## config.mk

```make
export PLATFORM = sky130hd
export DESIGN_NAME = accel_pedometer_step_tracker_flat
export DESIGN_NICKNAME = d
export VERILOG_FILES = /design/src/rtl/apst_pkg.sv /design/src/rtl/apst_if.sv /design/src/rtl/apst_isqrt.sv /design/src/rtl/apst_div.sv /design/src/rtl/accel_pedometer_step_tracker.sv /design/src/flat_wrapper.sv
export VERILOG_INCLUDE_DIRS = /design/src /design/src/rtl
export SDC_FILE = /design/constraint.sdc
export NUM_CORES = 2
export LEC_CHECK = 0
export BUFFER_PORTS_ARGS = -buffer_cell sky130_fd_sc_hd__clkbuf_2
export CORE_MARGIN = 1
export CORE_UTILIZATION = 50
export CTS_BUF_LIST = sky130_fd_sc_hd__clkbuf_4 sky130_fd_sc_hd__clkbuf_8
export DETAILED_ROUTE_END_ITERATION = 16
export GPL_ROUTABILITY_DRIVEN = 0
export PLACE_DENSITY = 0.66
export SYNTH_ARGS = -nofsm -noshare
export SYNTH_HDL_FRONTEND = slang
export SYNTH_SLANG_ARGS = --single-unit
```

## constraint.sdc

```tcl
create_clock -name clk -period 31 [get_ports clk]
set_input_delay 3.1 -clock clk [delete_from_list [all_inputs] [get_ports clk]]
set_output_delay 3.1 -clock clk [all_outputs]
set_load 0.01 [all_outputs]
```

## src/rtl/accel_pedometer_step_tracker_defines.svh

```systemverilog
// assertion macros used by rtl/accel_pedometer_step_tracker.sv
`ifndef ACCEL_PEDOMETER_STEP_TRACKER_DEFINES_SVH
`define ACCEL_PEDOMETER_STEP_TRACKER_DEFINES_SVH

// condition implies consequence on the next edge
`define APST_ASSERT_NEXT(label, ante, cons) \
  label: assert property (@(posedge clk) disable iff (!rst_n) (ante) |=> (cons)) \
    else $error("check failed");

// condition implies consequence on the same edge
`define APST_ASSERT_NOW(label, ante, cons) \
  label: assert property (@(posedge clk) disable iff (!rst_n) (ante) |-> (cons)) \
    else $error("check failed");

`endif

```

## src/rtl/apst_pkg.sv

```systemverilog
`default_nettype none
package apst_pkg;
  localparam int STEP_HISTORY = 6;
  localparam int RING_AW = $clog2(STEP_HISTORY);

  localparam logic [2:0] CFG_WAKE = 3'd0;
  localparam logic [2:0] CFG_PEAK = 3'd1;
  localparam logic [2:0] CFG_REARM = 3'd2;
  localparam logic [2:0] CFG_REFR = 3'd3;
  localparam logic [2:0] CFG_STRIDE = 3'd4;
  localparam logic [2:0] CFG_SPEED = 3'd5;
  localparam logic [2:0] CFG_GAP = 3'd6;
  localparam logic [2:0] CFG_WINDOW = 3'd7;

  localparam logic [1:0] CLR_NONE = 2'd0;
  localparam logic [1:0] CLR_STEPS = 2'd1;
  localparam logic [1:0] CLR_ALL = 2'd2;

  typedef enum logic [3:0] {
    ST_IDLE, ST_SQ, ST_SQRT, ST_BASE, ST_UPD, ST_SPD_LD, ST_SPD_DIV,
    ST_AVG_LD, ST_AVG_DIV, ST_OUT
  } state_t;

  // iterative divider command and status
  typedef struct packed {
    logic        start;
    logic [63:0] num;
    logic [39:0] den;
  } div_cmd_t;

  typedef struct packed {
    logic        done;
    logic [63:0] quo;
  } div_sts_t;
endpackage
`default_nettype wire

```

## src/rtl/apst_if.sv

```systemverilog
`default_nettype none
interface apst_in_if;
  logic               valid;
  logic               ready;
  logic signed [12:0] accel_x;
  logic signed [12:0] accel_y;
  logic signed [12:0] accel_z;
  logic [31:0]        time_ms;
  logic [1:0]         clear_mode;
  logic               take_motion;
  modport source (output valid, accel_x, accel_y, accel_z, time_ms, clear_mode,
    take_motion, input ready);
  modport sink (input valid, accel_x, accel_y, accel_z, time_ms, clear_mode,
    take_motion, output ready);
endinterface

interface apst_out_if;
  logic        valid;
  logic        ready;
  logic [31:0] step_count;
  logic        step_seen;
  logic [31:0] distance_mm;
  logic [15:0] max_speed_mm_s;
  logic [15:0] avg_speed_mm_s;
  logic        motion_flag;
  modport source (output valid, step_count, step_seen, distance_mm, max_speed_mm_s,
    avg_speed_mm_s, motion_flag, input ready);
  modport sink (input valid, step_count, step_seen, distance_mm, max_speed_mm_s,
    avg_speed_mm_s, motion_flag, output ready);
endinterface
`default_nettype wire

```

## src/rtl/apst_isqrt.sv

```systemverilog
`default_nettype none
module apst_isqrt
  import apst_pkg::*;
(
  input  wire logic        clk,
  input  wire logic        rst_n,
  input  wire logic        start,
  input  wire logic [25:0] n,
  output logic             done,
  output logic [12:0]      root
);
  // one result bit per cycle, two radicand bits shifted in per cycle
  logic [25:0] n_r, n_nxt;
  logic [14:0] rem_r, rem_nxt;
  logic [12:0] q_r, q_nxt;
  logic [3:0]  cnt_r, cnt_nxt;
  logic        busy_r, busy_nxt;
  logic [14:0] trial;
  logic [14:0] cand;

  always_comb begin
    cand = {rem_r[12:0], n_r[25:24]};
    trial = {q_r, 2'b01};
    n_nxt = n_r;
    rem_nxt = rem_r;
    q_nxt = q_r;
    cnt_nxt = cnt_r;
    busy_nxt = busy_r;
    if (start) begin
      n_nxt = n;
      rem_nxt = '0;
      q_nxt = '0;
      cnt_nxt = 4'd0;
      busy_nxt = 1'b1;
    end else if (busy_r) begin
      n_nxt = {n_r[23:0], 2'b00};
      if (cand >= trial) begin
        rem_nxt = cand - trial;
        q_nxt = {q_r[11:0], 1'b1};
      end else begin
        rem_nxt = cand;
        q_nxt = {q_r[11:0], 1'b0};
      end
      cnt_nxt = cnt_r + 4'd1;
      if (cnt_r == 4'd12) busy_nxt = 1'b0;
    end
  end

  always_ff @(posedge clk) begin
    if (!rst_n) begin
      busy_r <= 1'b0;
      cnt_r <= '0;
    end else begin
      busy_r <= busy_nxt;
      cnt_r <= cnt_nxt;
    end
    n_r <= n_nxt;
    rem_r <= rem_nxt;
    q_r <= q_nxt;
  end

  assign done = busy_r && (cnt_r == 4'd12);
  assign root = {q_r[11:0], (cand >= trial)};
endmodule
`default_nettype wire

```

## src/rtl/apst_div.sv

```systemverilog
`default_nettype none
module apst_div
  import apst_pkg::*;
(
  input  wire logic clk,
  input  wire logic rst_n,
  input  div_cmd_t  cmd,
  output div_sts_t  sts
);
  // restoring divider, one quotient bit per cycle
  logic [63:0] q_r, q_nxt;
  logic [40:0] rem_r, rem_nxt;
  logic [39:0] den_r, den_nxt;
  logic [6:0]  cnt_r, cnt_nxt;
  logic        busy_r, busy_nxt;
  logic        done_r, done_nxt;
  logic [40:0] sh;

  always_comb begin
    sh = {rem_r[39:0], q_r[63]};
    q_nxt = q_r;
    rem_nxt = rem_r;
    den_nxt = den_r;
    cnt_nxt = cnt_r;
    busy_nxt = busy_r;
    done_nxt = 1'b0;
    if (cmd.start) begin
      q_nxt = cmd.num;
      rem_nxt = '0;
      den_nxt = cmd.den;
      cnt_nxt = '0;
      busy_nxt = 1'b1;
    end else if (busy_r) begin
      if (sh >= {1'b0, den_r}) begin
        rem_nxt = sh - {1'b0, den_r};
        q_nxt = {q_r[62:0], 1'b1};
      end else begin
        rem_nxt = sh;
        q_nxt = {q_r[62:0], 1'b0};
      end
      cnt_nxt = cnt_r + 7'd1;
      if (cnt_r == 7'd63) begin
        busy_nxt = 1'b0;
        done_nxt = 1'b1;
      end
    end
  end

  always_ff @(posedge clk) begin
    if (!rst_n) begin
      busy_r <= 1'b0;
      done_r <= 1'b0;
      cnt_r <= '0;
    end else begin
      busy_r <= busy_nxt;
      done_r <= done_nxt;
      cnt_r <= cnt_nxt;
    end
    q_r <= q_nxt;
    rem_r <= rem_nxt;
    den_r <= den_nxt;
  end

  assign sts.done = done_r;
  assign sts.quo = q_r;
endmodule
`default_nettype wire

```

## src/rtl/accel_pedometer_step_tracker.sv

```systemverilog
// Pedometer: one accelerometer sample item in, one statistics item out.
// The magnitude comes from a bit-serial square root, the baseline
// product from a 32 by 12 bit multiplier, and the step speed and average speed
// from one shared restoring divider, one quotient bit per cycle. The average
// speed is divided only when the moving time is above 1000 ms, and the step
// speed only for a counted step with enough history.
// in_ready is high only between items; the result sits in an output register
// until taken, and a new sample is taken once that register is free.
// Configuration writes are taken at any time but are meant for idle periods.
`default_nettype none
`include "accel_pedometer_step_tracker_defines.svh"
module accel_pedometer_step_tracker
  import apst_pkg::*;
(
  input  wire logic        clk,
  input  wire logic        rst_n,
  apst_in_if.sink          in_ch,
  apst_out_if.source       out_ch,
  input  wire logic        cfg_we,
  input  wire logic [2:0]  cfg_index,
  input  wire logic [15:0] cfg_wdata
);
  // configuration registers
  logic [12:0] wake_r, peak_r, rearm_r;
  logic [15:0] refr_r, spdlim_r, gap_r, window_r;
  logic [11:0] stride_r;

  // tracker state
  state_t st_r, st_nxt;
  logic signed [30:0] base_r;
  logic               armed_r, motion_r;
  logic [31:0]        last_step_r, last_samp_r, steps_r, dist_r;
  logic [15:0]        best_r;
  logic [39:0]        mov_r;
  logic [31:0]        ring_r [STEP_HISTORY];
  logic [RING_AW-1:0] head_r;
  logic [RING_AW:0]   fill_r;

  // sample holding
  logic signed [12:0] ax_r, ay_r, az_r;
  logic [31:0]        now_r;
  logic               take_r, seen_r;
  logic [25:0]        sumsq_r;
  logic [1:0]         sq_idx_r;
  logic [12:0]        mag_r;
  logic signed [31:0] ac_r;
  logic [31:0]        span_r;
  logic [15:0]        avg_r;

  // output register
  logic        ov_r;
  logic [31:0] o_steps_r, o_dist_r;
  logic        o_seen_r, o_motion_r;
  logic [15:0] o_best_r, o_avg_r;

  logic in_fire, out_fire;
  assign in_ch.ready = (st_r == ST_IDLE) && !ov_r;
  assign in_fire = in_ch.valid && in_ch.ready;
  assign out_fire = ov_r && out_ch.ready;

  // one squaring per cycle over three axes
  logic signed [12:0] sq_in;
  logic [25:0]        sq_val;
  logic [25:0]        sumsq_all;
  always_comb begin
    case (sq_idx_r)
      2'd0: sq_in = ax_r;
      2'd1: sq_in = ay_r;
      default: sq_in = az_r;
    endcase
    sq_val = 26'($signed(sq_in) * $signed(sq_in));
    // full sum of squares once the last axis is added
    sumsq_all = sumsq_r + sq_val;
  end

  // square root unit
  logic        sq_start, sq_done;
  logic [12:0] sq_root;
  apst_isqrt u_isqrt (.clk(clk), .rst_n(rst_n), .start(sq_start), .n(sumsq_all),
    .done(sq_done), .root(sq_root));

  // shared divider
  div_cmd_t dcmd;
  div_sts_t dsts;
  apst_div u_div (.clk(clk), .rst_n(rst_n), .cmd(dcmd), .sts(dsts));

  // baseline update and motion component
  logic signed [31:0] d_q;
  logic signed [47:0] prod;
  logic signed [31:0] stepv, base_new, ac_new;
  always_comb begin
    d_q = $signed({3'b000, mag_r, 16'h0}) - 32'(base_r);
    prod = 48'(d_q) * 48'sd3277;
    stepv = 32'(prod >>> 16); // floor for both signs
    base_new = 32'(base_r) + stepv;
    ac_new = $signed({3'b000, mag_r, 16'h0}) - base_new;
  end

  // step decision
  logic [31:0] since_step, dt;
  logic        step_hit, mov_add;
  logic [40:0] mov_sum;
  logic [RING_AW-1:0] head_inc, oldest;
  logic [RING_AW:0]   fill_new;
  logic [RING_AW+1:0] old_tmp;
  always_comb begin
    since_step = now_r - last_step_r;
    dt = now_r - last_samp_r;
    step_hit = (ac_r > $signed({3'b000, peak_r, 16'h0})) && armed_r &&
               (since_step > {16'h0, refr_r});
    mov_add = (last_samp_r != 32'd0) && (dt < {16'h0, gap_r}) &&
              (since_step < {16'h0, window_r});
    mov_sum = {1'b0, mov_r} + {9'h0, dt};
    head_inc = (head_r == RING_AW'(STEP_HISTORY - 1)) ? '0 : head_r + 1'b1;
    fill_new = (fill_r < (RING_AW+1)'(STEP_HISTORY)) ? fill_r + 1'b1 : fill_r;
    old_tmp = (RING_AW+2)'(head_inc) + (RING_AW+2)'(STEP_HISTORY) -
              (RING_AW+2)'(fill_new);
    oldest = (old_tmp >= (RING_AW+2)'(STEP_HISTORY)) ?
             RING_AW'(old_tmp - (RING_AW+2)'(STEP_HISTORY)) : RING_AW'(old_tmp);
  end

  // small products for divider operands
  logic [25:0] spd_num;
  logic [41:0] avg_num;
  always_comb begin
    spd_num = 26'(({22'h0, fill_r} - 26'd1) * 26'(stride_r) * 26'd1000);
    avg_num = 42'(dist_r) * 42'd1000;
  end

  // next state
  always_comb begin
    st_nxt = st_r;
    case (st_r)
      ST_IDLE: if (in_fire) st_nxt = ST_SQ;
      ST_SQ: if (sq_idx_r == 2'd2) st_nxt = ST_SQRT;
      ST_SQRT: if (sq_done) st_nxt = ST_BASE;
      ST_BASE: st_nxt = ST_UPD;
      ST_UPD: begin
        if (step_hit && fill_new >= (RING_AW+1)'(2)) st_nxt = ST_SPD_LD;
        else st_nxt = ST_AVG_LD;
      end
      ST_SPD_LD: st_nxt = (span_r != 32'd0) ? ST_SPD_DIV : ST_AVG_LD;
      ST_SPD_DIV: if (dsts.done) st_nxt = ST_AVG_LD;
      ST_AVG_LD: st_nxt = (mov_r > 40'd1000) ? ST_AVG_DIV : ST_OUT;
      ST_AVG_DIV: if (dsts.done) st_nxt = ST_OUT;
      ST_OUT: st_nxt = ST_IDLE;
      default: st_nxt = ST_IDLE;
    endcase
  end

  // unit controls
  always_comb begin
    sq_start = (st_r == ST_SQ) && (sq_idx_r == 2'd2);
    dcmd.start = 1'b0;
    dcmd.num = '0;
    dcmd.den = '0;
    if (st_r == ST_SPD_LD && span_r != 32'd0) begin
      dcmd.start = 1'b1;
      dcmd.num = 64'(spd_num);
      dcmd.den = 40'(span_r);
    end else if (st_r == ST_AVG_LD && mov_r > 40'd1000) begin
      dcmd.start = 1'b1;
      dcmd.num = 64'(avg_num);
      dcmd.den = mov_r;
    end
  end

  always_ff @(posedge clk) begin
    if (!rst_n) begin
      st_r <= ST_IDLE;
      wake_r <= 13'd250; peak_r <= 13'd180; rearm_r <= 13'd80;
      refr_r <= 16'd300; stride_r <= 12'd720; spdlim_r <= 16'd6000;
      gap_r <= 16'd500; window_r <= 16'd2500;
      base_r <= 31'sd65536000;
      armed_r <= 1'b1; motion_r <= 1'b0;
      last_step_r <= '0; last_samp_r <= '0; steps_r <= '0; dist_r <= '0;
      best_r <= '0; mov_r <= '0; head_r <= '0; fill_r <= '0;
      ov_r <= 1'b0; sq_idx_r <= '0;
    end else begin
      st_r <= st_nxt;
      if (cfg_we) begin
        case (cfg_index)
          CFG_WAKE: wake_r <= cfg_wdata[12:0];
          CFG_PEAK: peak_r <= cfg_wdata[12:0];
          CFG_REARM: rearm_r <= cfg_wdata[12:0];
          CFG_REFR: refr_r <= cfg_wdata;
          CFG_STRIDE: stride_r <= cfg_wdata[11:0];
          CFG_SPEED: spdlim_r <= cfg_wdata;
          CFG_GAP: gap_r <= cfg_wdata;
          CFG_WINDOW: window_r <= cfg_wdata;
          default: ;
        endcase
      end
      if (out_fire) ov_r <= 1'b0;
      case (st_r)
        ST_IDLE: if (in_fire) begin
          sq_idx_r <= '0;
          case (in_ch.clear_mode)
            CLR_STEPS: steps_r <= '0;
            CLR_ALL: begin
              steps_r <= '0; dist_r <= '0; best_r <= '0; mov_r <= '0;
              head_r <= '0; fill_r <= '0; last_step_r <= '0;
            end
            default: ;
          endcase
        end
        ST_SQ: sq_idx_r <= sq_idx_r + 2'd1;
        ST_BASE: begin
          base_r <= 31'(base_new);
          ac_r <= ac_new;
          if ((ac_new > $signed({3'b000, wake_r, 16'h0})) ||
              (ac_new < -$signed({3'b000, wake_r, 16'h0}))) motion_r <= 1'b1;
        end
        ST_UPD: begin
          if (mov_add) mov_r <= mov_sum[40] ? 40'hFF_FFFF_FFFF : mov_sum[39:0];
          last_samp_r <= now_r;
          if (step_hit) begin
            steps_r <= steps_r + 32'd1;
            last_step_r <= now_r;
            armed_r <= 1'b0;
            dist_r <= dist_r + 32'(stride_r);
            head_r <= head_inc;
            fill_r <= fill_new;
            span_r <= now_r - ((oldest == head_r) ? now_r : ring_r[oldest]);
          end else if (ac_r < $signed({3'b000, rearm_r, 16'h0})) begin
            armed_r <= 1'b1;
          end
        end
        ST_SPD_DIV: if (dsts.done) begin
          if (dsts.quo < 64'(spdlim_r) && dsts.quo > 64'(best_r))
            best_r <= dsts.quo[15:0];
        end
        ST_OUT: begin
          ov_r <= 1'b1;
          if (take_r) motion_r <= 1'b0;
        end
        default: ;
      endcase
    end
  end

  // payload registers
  always_ff @(posedge clk) begin
    if (in_fire) begin
      ax_r <= in_ch.accel_x; ay_r <= in_ch.accel_y; az_r <= in_ch.accel_z;
      now_r <= in_ch.time_ms; take_r <= in_ch.take_motion;
      sumsq_r <= '0; seen_r <= 1'b0; avg_r <= '0;
    end
    if (st_r == ST_SQ) sumsq_r <= sumsq_all;
    if (sq_done) mag_r <= sq_root;
    if (st_r == ST_UPD) begin
      seen_r <= step_hit;
      if (step_hit) ring_r[head_r] <= now_r;
    end
    if (st_r == ST_AVG_DIV && dsts.done)
      avg_r <= (dsts.quo > 64'd65535) ? 16'hFFFF : dsts.quo[15:0];
    if (st_r == ST_OUT) begin
      o_steps_r <= steps_r; o_seen_r <= seen_r; o_dist_r <= dist_r;
      o_best_r <= best_r; o_avg_r <= avg_r; o_motion_r <= motion_r;
    end
  end

  assign out_ch.valid = ov_r;
  assign out_ch.step_count = o_steps_r;
  assign out_ch.step_seen = o_seen_r;
  assign out_ch.distance_mm = o_dist_r;
  assign out_ch.max_speed_mm_s = o_best_r;
  assign out_ch.avg_speed_mm_s = o_avg_r;
  assign out_ch.motion_flag = o_motion_r;

  `APST_ASSERT_NEXT(a_one_item, in_fire, !in_ch.ready)
  `APST_ASSERT_NOW(a_no_accept_full, ov_r, !in_ch.ready)
  `APST_ASSERT_NEXT(a_out_set, st_r == ST_OUT, ov_r)
  `APST_ASSERT_NOW(a_fill_bound, 1'b1, fill_r <= (RING_AW+1)'(STEP_HISTORY))
endmodule
`default_nettype wire
```

## src/flat_wrapper.sv

```systemverilog
// flat-port wrapper written by rule: the top's interface ports become plain ports
module accel_pedometer_step_tracker_flat import apst_pkg::*;
  (clk, rst_n, cfg_we, cfg_index, cfg_wdata, in_ch_valid, in_ch_accel_x, in_ch_accel_y, in_ch_accel_z, in_ch_time_ms, in_ch_clear_mode, in_ch_take_motion, in_ch_ready, out_ch_valid, out_ch_step_count, out_ch_step_seen, out_ch_distance_mm, out_ch_max_speed_mm_s, out_ch_avg_speed_mm_s, out_ch_motion_flag, out_ch_ready);
  apst_in_if in_ch_i ();
  apst_out_if out_ch_i ();
  input  wire logic clk;
  input  wire logic rst_n;
  input  wire logic cfg_we;
  input  wire logic [2:0] cfg_index;
  input  wire logic [15:0] cfg_wdata;
  input wire logic [$bits(in_ch_i.valid)-1:0] in_ch_valid;
  input wire logic [$bits(in_ch_i.accel_x)-1:0] in_ch_accel_x;
  input wire logic [$bits(in_ch_i.accel_y)-1:0] in_ch_accel_y;
  input wire logic [$bits(in_ch_i.accel_z)-1:0] in_ch_accel_z;
  input wire logic [$bits(in_ch_i.time_ms)-1:0] in_ch_time_ms;
  input wire logic [$bits(in_ch_i.clear_mode)-1:0] in_ch_clear_mode;
  input wire logic [$bits(in_ch_i.take_motion)-1:0] in_ch_take_motion;
  output wire logic [$bits(in_ch_i.ready)-1:0] in_ch_ready;
  output wire logic [$bits(out_ch_i.valid)-1:0] out_ch_valid;
  output wire logic [$bits(out_ch_i.step_count)-1:0] out_ch_step_count;
  output wire logic [$bits(out_ch_i.step_seen)-1:0] out_ch_step_seen;
  output wire logic [$bits(out_ch_i.distance_mm)-1:0] out_ch_distance_mm;
  output wire logic [$bits(out_ch_i.max_speed_mm_s)-1:0] out_ch_max_speed_mm_s;
  output wire logic [$bits(out_ch_i.avg_speed_mm_s)-1:0] out_ch_avg_speed_mm_s;
  output wire logic [$bits(out_ch_i.motion_flag)-1:0] out_ch_motion_flag;
  input wire logic [$bits(out_ch_i.ready)-1:0] out_ch_ready;
  assign in_ch_i.valid = in_ch_valid;
  assign in_ch_i.accel_x = in_ch_accel_x;
  assign in_ch_i.accel_y = in_ch_accel_y;
  assign in_ch_i.accel_z = in_ch_accel_z;
  assign in_ch_i.time_ms = in_ch_time_ms;
  assign in_ch_i.clear_mode = in_ch_clear_mode;
  assign in_ch_i.take_motion = in_ch_take_motion;
  assign in_ch_ready = in_ch_i.ready;
  assign out_ch_valid = out_ch_i.valid;
  assign out_ch_step_count = out_ch_i.step_count;
  assign out_ch_step_seen = out_ch_i.step_seen;
  assign out_ch_distance_mm = out_ch_i.distance_mm;
  assign out_ch_max_speed_mm_s = out_ch_i.max_speed_mm_s;
  assign out_ch_avg_speed_mm_s = out_ch_i.avg_speed_mm_s;
  assign out_ch_motion_flag = out_ch_i.motion_flag;
  assign out_ch_i.ready = out_ch_ready;
  accel_pedometer_step_tracker u_core (.clk(clk), .rst_n(rst_n), .in_ch(in_ch_i), .out_ch(out_ch_i), .cfg_we(cfg_we), .cfg_index(cfg_index), .cfg_wdata(cfg_wdata));
endmodule
```

# Word level (Yosys, flattened, before mapping)
# Memory sizes are Yosys's and may differ from the RTL's.
# Index checks and enable logic that the tools add are counted.
[op_classes] add_sub_neg=22 n_mul=5 n_lt_le_gt_ge=16 n_eq_ne=36 muxes=78 n_bitwise=3 n_reduce_logical=55
[ops] cell="32-bit two-way mux" count=8
[ops] cell="105-bit two-way mux" count=2
[ops] cell="40-bit two-way mux" count=5
[ops] cell="32-bit case mux with 2 select lines" count=3
[ops] cell="64-bit two-way mux" count=2
[ops] cell="16-bit two-way mux" count=7
[ops] cell="26-bit two-way mux" count=4
[ops] cell="32-bit subtractor" count=3
[ops] cell="40-bit case mux with 2 select lines" count=1
[ops] cell="32-bit by 30-bit greater-than comparator with 1-bit output" count=2
[ops] cell="64-bit by 16-bit greater-than comparator with 1-bit output" count=1
[ops] cell="64-bit by 16-bit greater-than comparator with 1-bit output, second input constant" count=1
[ops] cell="32-bit by 16-bit < comparator with 1-bit output" count=2
[ops] cell="64-bit by 16-bit < comparator with 1-bit output" count=1
[ops] cell="32-bit nonzero test" count=2
[ops] cell="32-bit by 13-bit multiplier with 45-bit output, second input constant" count=1
[ops] cell="40-bit by 32-bit adder with 41-bit output" count=1
[ops] cell="41-bit by 40-bit >= comparator with 1-bit output" count=1
[ops] cell="40-bit by 10-bit greater-than comparator with 1-bit output, second input constant" count=1
[ops] cell="40-bit subtractor" count=1
[ops] cell="32-bit by 7-bit multiplier with 39-bit output, second input constant" count=1
[ops] cell="4-bit two-way mux" count=9
[ops] cell="4-bit case mux with 9 select lines" count=1
[ops] cell="31-bit by 29-bit adder with 32-bit output" count=1
[ops] cell="62 further kinds" count=154
[totals] ff_bits=846 mem_bits_rw=192 input_bits=98 out_inout_bits=100 word_cells=267 memories=1
[mem_list] name="u_core.ring_r" words=6 word_bits=32 rd=1 rd_clocked_by_memory_dff=0 wr=1 line_no="accel_pedometer_step_tracker.sv:35" source="logic [31:0] ring_r [STEP_HISTORY];"

# Depth between registers and ports, before layout
[logic_depth] depth_word=9 mapped_depth=59 depth_no_buf=59

# By module
# Synthesis repeated with hierarchy kept, for this count alone.
[unflattened] cells_unflattened=8163 hier_area_um2=80048.0
[by_module_without_submodules] mod="accel_pedometer_step_tracker" n_inst=1 cells_per_inst=6946 area_per_inst_um2=67742.5 seq_area_each_um2=21400.5
[by_module_without_submodules] mod="apst_div" n_inst=1 cells_per_inst=920 area_per_inst_um2=9203.8 seq_area_each_um2=4103.9
[by_module_without_submodules] mod="apst_isqrt" n_inst=1 cells_per_inst=297 area_per_inst_um2=3101.7 seq_area_each_um2=1401.3

# Worst setup path after synthesis
# Ideal clock, no wire load.
[synth_path] kind="register -> register" from="register u_core.base_r[0]" to="register u_core.motion_r" setup_time_ps=120 t_arrival_ps=11969 required_ps=30880 slack_ps=18911 path_stages_with_launch=59 n_path_buf=0 synth_period_minus_slack_ps=12089 path_cell_list="dfxtp_1 -> inv_1 -> ha_1 -> or4b_2 -> nor2_1 -> a31oi_1 -> o21bai_1 -> a21oi_1 -> o21bai_1 -> xor2_1 -> ha_1 -> inv_1 -> fa_1 -> inv_1 -> ha_1 -> fa_1 -> inv_1 -> fa_1 -> (+23 left out) -> a2111o_1 -> a31oi_1 -> o32ai_1 -> o22ai_1 -> maj3_2 -> a21oi_1 -> xnor2_1 -> ha_1 -> nand4_1 -> nor4_1 -> nand4_1 -> or4_1 -> nor4_1 -> nand2_1 -> or4_1 -> o22ai_1 -> a31oi_1 -> o31a_1"
[synth_via] elab_chain_len=8 word_cells_on_any_way=9 classes_between="3 x add/sub; 1 x mul; 2 x order compare; 1 x eq/ne; 2 x reduce/logical"
[synth_lines] element="from (decl)" line_no="accel_pedometer_step_tracker.sv:30" source="logic signed [30:0] base_r;"
[synth_lines] element="from (signal assigned)" line_no="accel_pedometer_step_tracker.sv:209" source="base_r <= 31'(base_new);"
[synth_lines] element="30-bit by 31-bit subtractor with 32-bit output" line_no="accel_pedometer_step_tracker.sv:92" source="d_q = $signed({3'b000, mag_r, 16'h0}) - 32'(base_r);"
[synth_lines] element="32-bit by 13-bit multiplier with 45-bit output" line_no="accel_pedometer_step_tracker.sv:93" source="prod = 48'(d_q) * 48'sd3277;"
[synth_lines] element="31-bit by 29-bit adder with 32-bit output (*)" line_no="accel_pedometer_step_tracker.sv:95" source="base_new = 32'(base_r) + stepv;"
[synth_lines] element="30-bit by 32-bit subtractor with 32-bit output (*)" line_no="accel_pedometer_step_tracker.sv:96" source="ac_new = $signed({3'b000, mag_r, 16'h0}) - base_new;"
[synth_lines] element="named net u_core.ac_new[26]" line_no="accel_pedometer_step_tracker.sv:90" source="logic signed [31:0] stepv, base_new, ac_new;"
[synth_lines] element="32-bit by 30-bit greater-than comparator with 1-bit output / 32-bit < comparator (equally long branches)" line_no="accel_pedometer_step_tracker.sv:211, accel_pedometer_step_tracker.sv:212"
[synth_lines] element="1-bit logical OR (*)" line_no="accel_pedometer_step_tracker.sv:211" source="if ((ac_new > $signed({3'b000, wake_r, 16'h0})) ||"
[synth_lines] element="2-bit by 1-bit != test with 1-bit output (no line) (*)"
[synth_lines] element="3-bit AND reduction (no line) (*)"
[synth_lines] element="to (signal assigned)" line_no="accel_pedometer_step_tracker.sv:175" source="armed_r <= 1'b1; motion_r <= 1'b0;"
[synth_lines] element="to (signal assigned)" line_no="accel_pedometer_step_tracker.sv:235" source="if (take_r) motion_r <= 1'b0;"
[synth_lines] element="to (decl)" line_no="accel_pedometer_step_tracker.sv:31" source="logic armed_r, motion_r;"
# The timed path passes the listed nets; every way through them passes the cells marked *.
# A chain may end at the register's enable or synchronous reset.

# Worst setup path in the final report
[layout_path] from="register u_core.base_r[1]" to="register u_core.motion_r"
# The elaborated chain is that of the path after synthesis.

==> results_dict.tcl <==
set metrics [dict create \
    drc_errors 0 \
    ios 198 \
    grt_overflow_total 0 \
    synth_area_leaders "edfxtp_1, fa_1, ha_1" \
    netlist_instances 8066 \
    dp_hpwl_mm 148 \
    worstSetupEndpointType "flip-flop" \
    clock_sinks 1038 \
    syn_area_um2 79400 \
    final_cell_mix "inv_1, ha_1, nand2_1" \
    final_cells 10470 \
    cts-buffers-inserted 174 \
    worstHoldPathType "reg2reg" \
    htree_levels 4 \
    cts-resized-gates 0 \
    chipWidth_um 400 \
    crit_path_max_incr_delay_ns 0.68 \
    fin_crit_sh_pct 44.6 \
    rsz0062_at_grt "false" \
    slew_headroom_pct 9.07 \
    num_rows 145 \
    dr.pass1.iters 6 \
    maxSlewViolCount 0 \
    cp.required_ns 31.79 \
    die_height_um 400 \
    path_clk_slew_ns 0.06 \
    finalCriticalPeriod_ns 13.82 \
    syn_nets 9511 \
    synth_top_area_share_pct 23.2 \
    area_growth_pct 8.89 \
    drt_iter0_drc 4138 \
    fill_cells 13701 \
    crit_start "u_core.base_r[1]" \
    critPathMaxFanout 6 \
    synth-seq-cells 1038 \
    layout_commonest_cell "inv_1" \
    cts_hold_buf 0 \
    cts_setup_buffers 0 \
    placedCellCount 10134 \
    antenna_found_initial 15 \
    grt.total_usage_pct 24.6 \
    routed_wirelength_mm 198 \
    nets 9697 \
    avgSynthCellArea_um2 9.84 \
    cp-start-kind "flip-flop" \
    critPathKind "reg2reg" \
    root_buffer "clkbuf_8" \
    max-cap-violations 0 \
    drive_gt1_share_pct 8.64 \
    synthArstFlopShare_pct 0 \
    clock_skew_ns 0.0560 \
    yosysWarnings 0 \
    cp_slowest_cell "or4b_2" \
    wl_per_cell_um 18.9 \
    port_buffers 197 \
    ys.flop_type "edfxtp_1" \
    hold_viol_final 0 \
    grt_pass1_vias 59211 \
    ant_nets 0 \
    yosysSeqAreaShare_pct 33.9 \
    finalSetupViolations 0 \
    start_util_pct 50.6 \
    clkLatencyLatePin_ns 0.94 \
    routed_via_density 5.65 \
    worstPathArrival_ns 14.60 \
    ys_types 106 \
    hp-start "u_core.avg_r[3]" \
    dieArea_um2 160000 \
    yosys.area.top_type "edfxtp_1" \
    synth_edf_count 612 \
    vias 59107 \
    coreArea_um2 157000 \
    grt_pass1_wl_mm 318 \
    grt_max_degree 91 \
    clockBufferDepth 3 \
    max_freq_mhz 72.4 \
    cts_tree "yes" \
    fin_setup_tns_ns 0 \
    status "completed" \
    tightest_slew_ns 1.36 \
    r2r-start "u_core.base_r[1]" \
]
==> registers in the layout, summed over array words and instances, names as in the netlist, 26 cells and up <==
name,flops
u_core.u_isqrt.n_r,26
u_core.now_r,32
u_core.ac_r,32
u_core.steps_r,32
u_core.ring_r,192
u_core.base_r,31
u_core.mov_r,40
u_core.sumsq_r,26
u_core.last_step_r,32
u_core.span_r,32
u_core.u_div.q_r,64
u_core.out_ch.step_count,32
u_core.u_div.den_r,40
u_core.u_div.rem_r,40
u_core.out_ch.distance_mm,32
u_core.dist_r,32
u_core.last_samp_r,32
==> kinds of logic (layout without fill, tap and decap cells) <==
logic type / after synthesis / after routing / synth area share (%)
AOI/OAI and AO/OA: 1777 / 1777 / 14.2
buffers and inverters: 1345 / 1680 / 6.42
adders and majority gates: 1348 / 1348 / 26.6
and+or+nand+nor: 2009 / 2009 / 12.0
DFF: 1038 / 1038 / 33.9
xor gates and xnor gates: 426 / 426 / 4.72
muxes: 123 / 123 / 2.07
other: 0 / 11 / 0
==> critical path: cells and delay by family (launching register included) <==
| family | cells | cell delay (ns) |
|---|---|---|
| AO/OA/AOI/OAI | 25 | 5.14 |
| XOR/XNOR | 4 | 0.97 |
| adder cells (fa/ha/maj) | 11 | 3.89 |
| buffers and inverters | 7 | 0.58 |
| flip-flops | 1 | 0.38 |
| AND/OR/NAND/NOR | 11 | 2.72 |
==> per-stage QoR <==
stage | instance area [um^2] | hold WS, ns | utilization, % | setup slack, ns
finish | 86400 | 0.416 | 55.1 | 17.18
floorplan | 79400 | 0.400 | - | 18.91
detailed placement | 82700 | 0.406 | 52.7 | 17.26
global placement | 82700 | 0.403 | 52.7 | 17.52
global route | 86400 | 0.422 | 55.1 | 16.23
CTS | 86400 | 0.413 | 55.1 | 17.18
==> layout make-up <==
class / count / area, um^2 / area share [%]
multi-input cells: 5683 / 47500 / 55.0
clock inverters: 90 / 762 / 0.881
diodes: 11 / 27.5 / 0.0318
inverters: 1074 / 4040 / 4.68
repair buffers: 281 / 1620 / 1.87
clock buffers: 235 / 2970 / 3.43
flip-flops and latches: 1038 / 26900 / 31.1
well taps: 2058 / 2570 / 2.98
==> worst paths after layout <==
kind / endpoint / cells past startpoint / slack [ns]
max: u_core.motion_r / 58 / 17.18
max reg2reg: u_core.motion_r / 58 / 17.18
min reg2reg: u_core.out_ch.avg_speed_mm_s[3] / 0 / 0.42
min: u_core.out_ch.avg_speed_mm_s[3] / 0 / 0.42
==> synth_stat cells (18+ instances only) <==
cell type,instances
clkbuf_1,227
o31ai_1,28
mux4_2,32
nand4_1,53
or4_1,31
a22oi_1,34
nor2b_1,78
nor2_1,464
o21bai_1,69
a21boi_0,18
mux2i_1,83
and3_1,71
a22o_1,45
or2_2,33
nor3_1,80
fa_1,569
edfxtp_1,612
nand2b_1,84
o21ai_0,319
xor2_1,156
o21a_1,92
o2111ai_1,18
a211oi_1,72
a21o_1,139
a31oi_1,40
and2_1,49
ha_1,778
o211ai_1,77
dfxtp_1,426
or3_1,37
nor4_1,75
a21oi_1,647
xnor2_1,269
nand3_1,191
inv_1,1066
nand2_1,694
==> routing by layer <==
| layer | vias up | GRT usage [%] | share of wire (%) |
|---|---|---|---|
| li1 | 28343 | - | - |
| met1 | 28810 | 32.7 | 44 |
| met2 | 1638 | 41.3 | 47 |
| met3 | 304 | 4.16 | 6.2 |
| met4 | 12 | 6.88 | 2.4 |
| met5 | - | 0 | 0.040 |
Power is left out: the tool's default activity adds up to more than one toggle a clock period on the data nets, which glitch-free logic cannot reach.
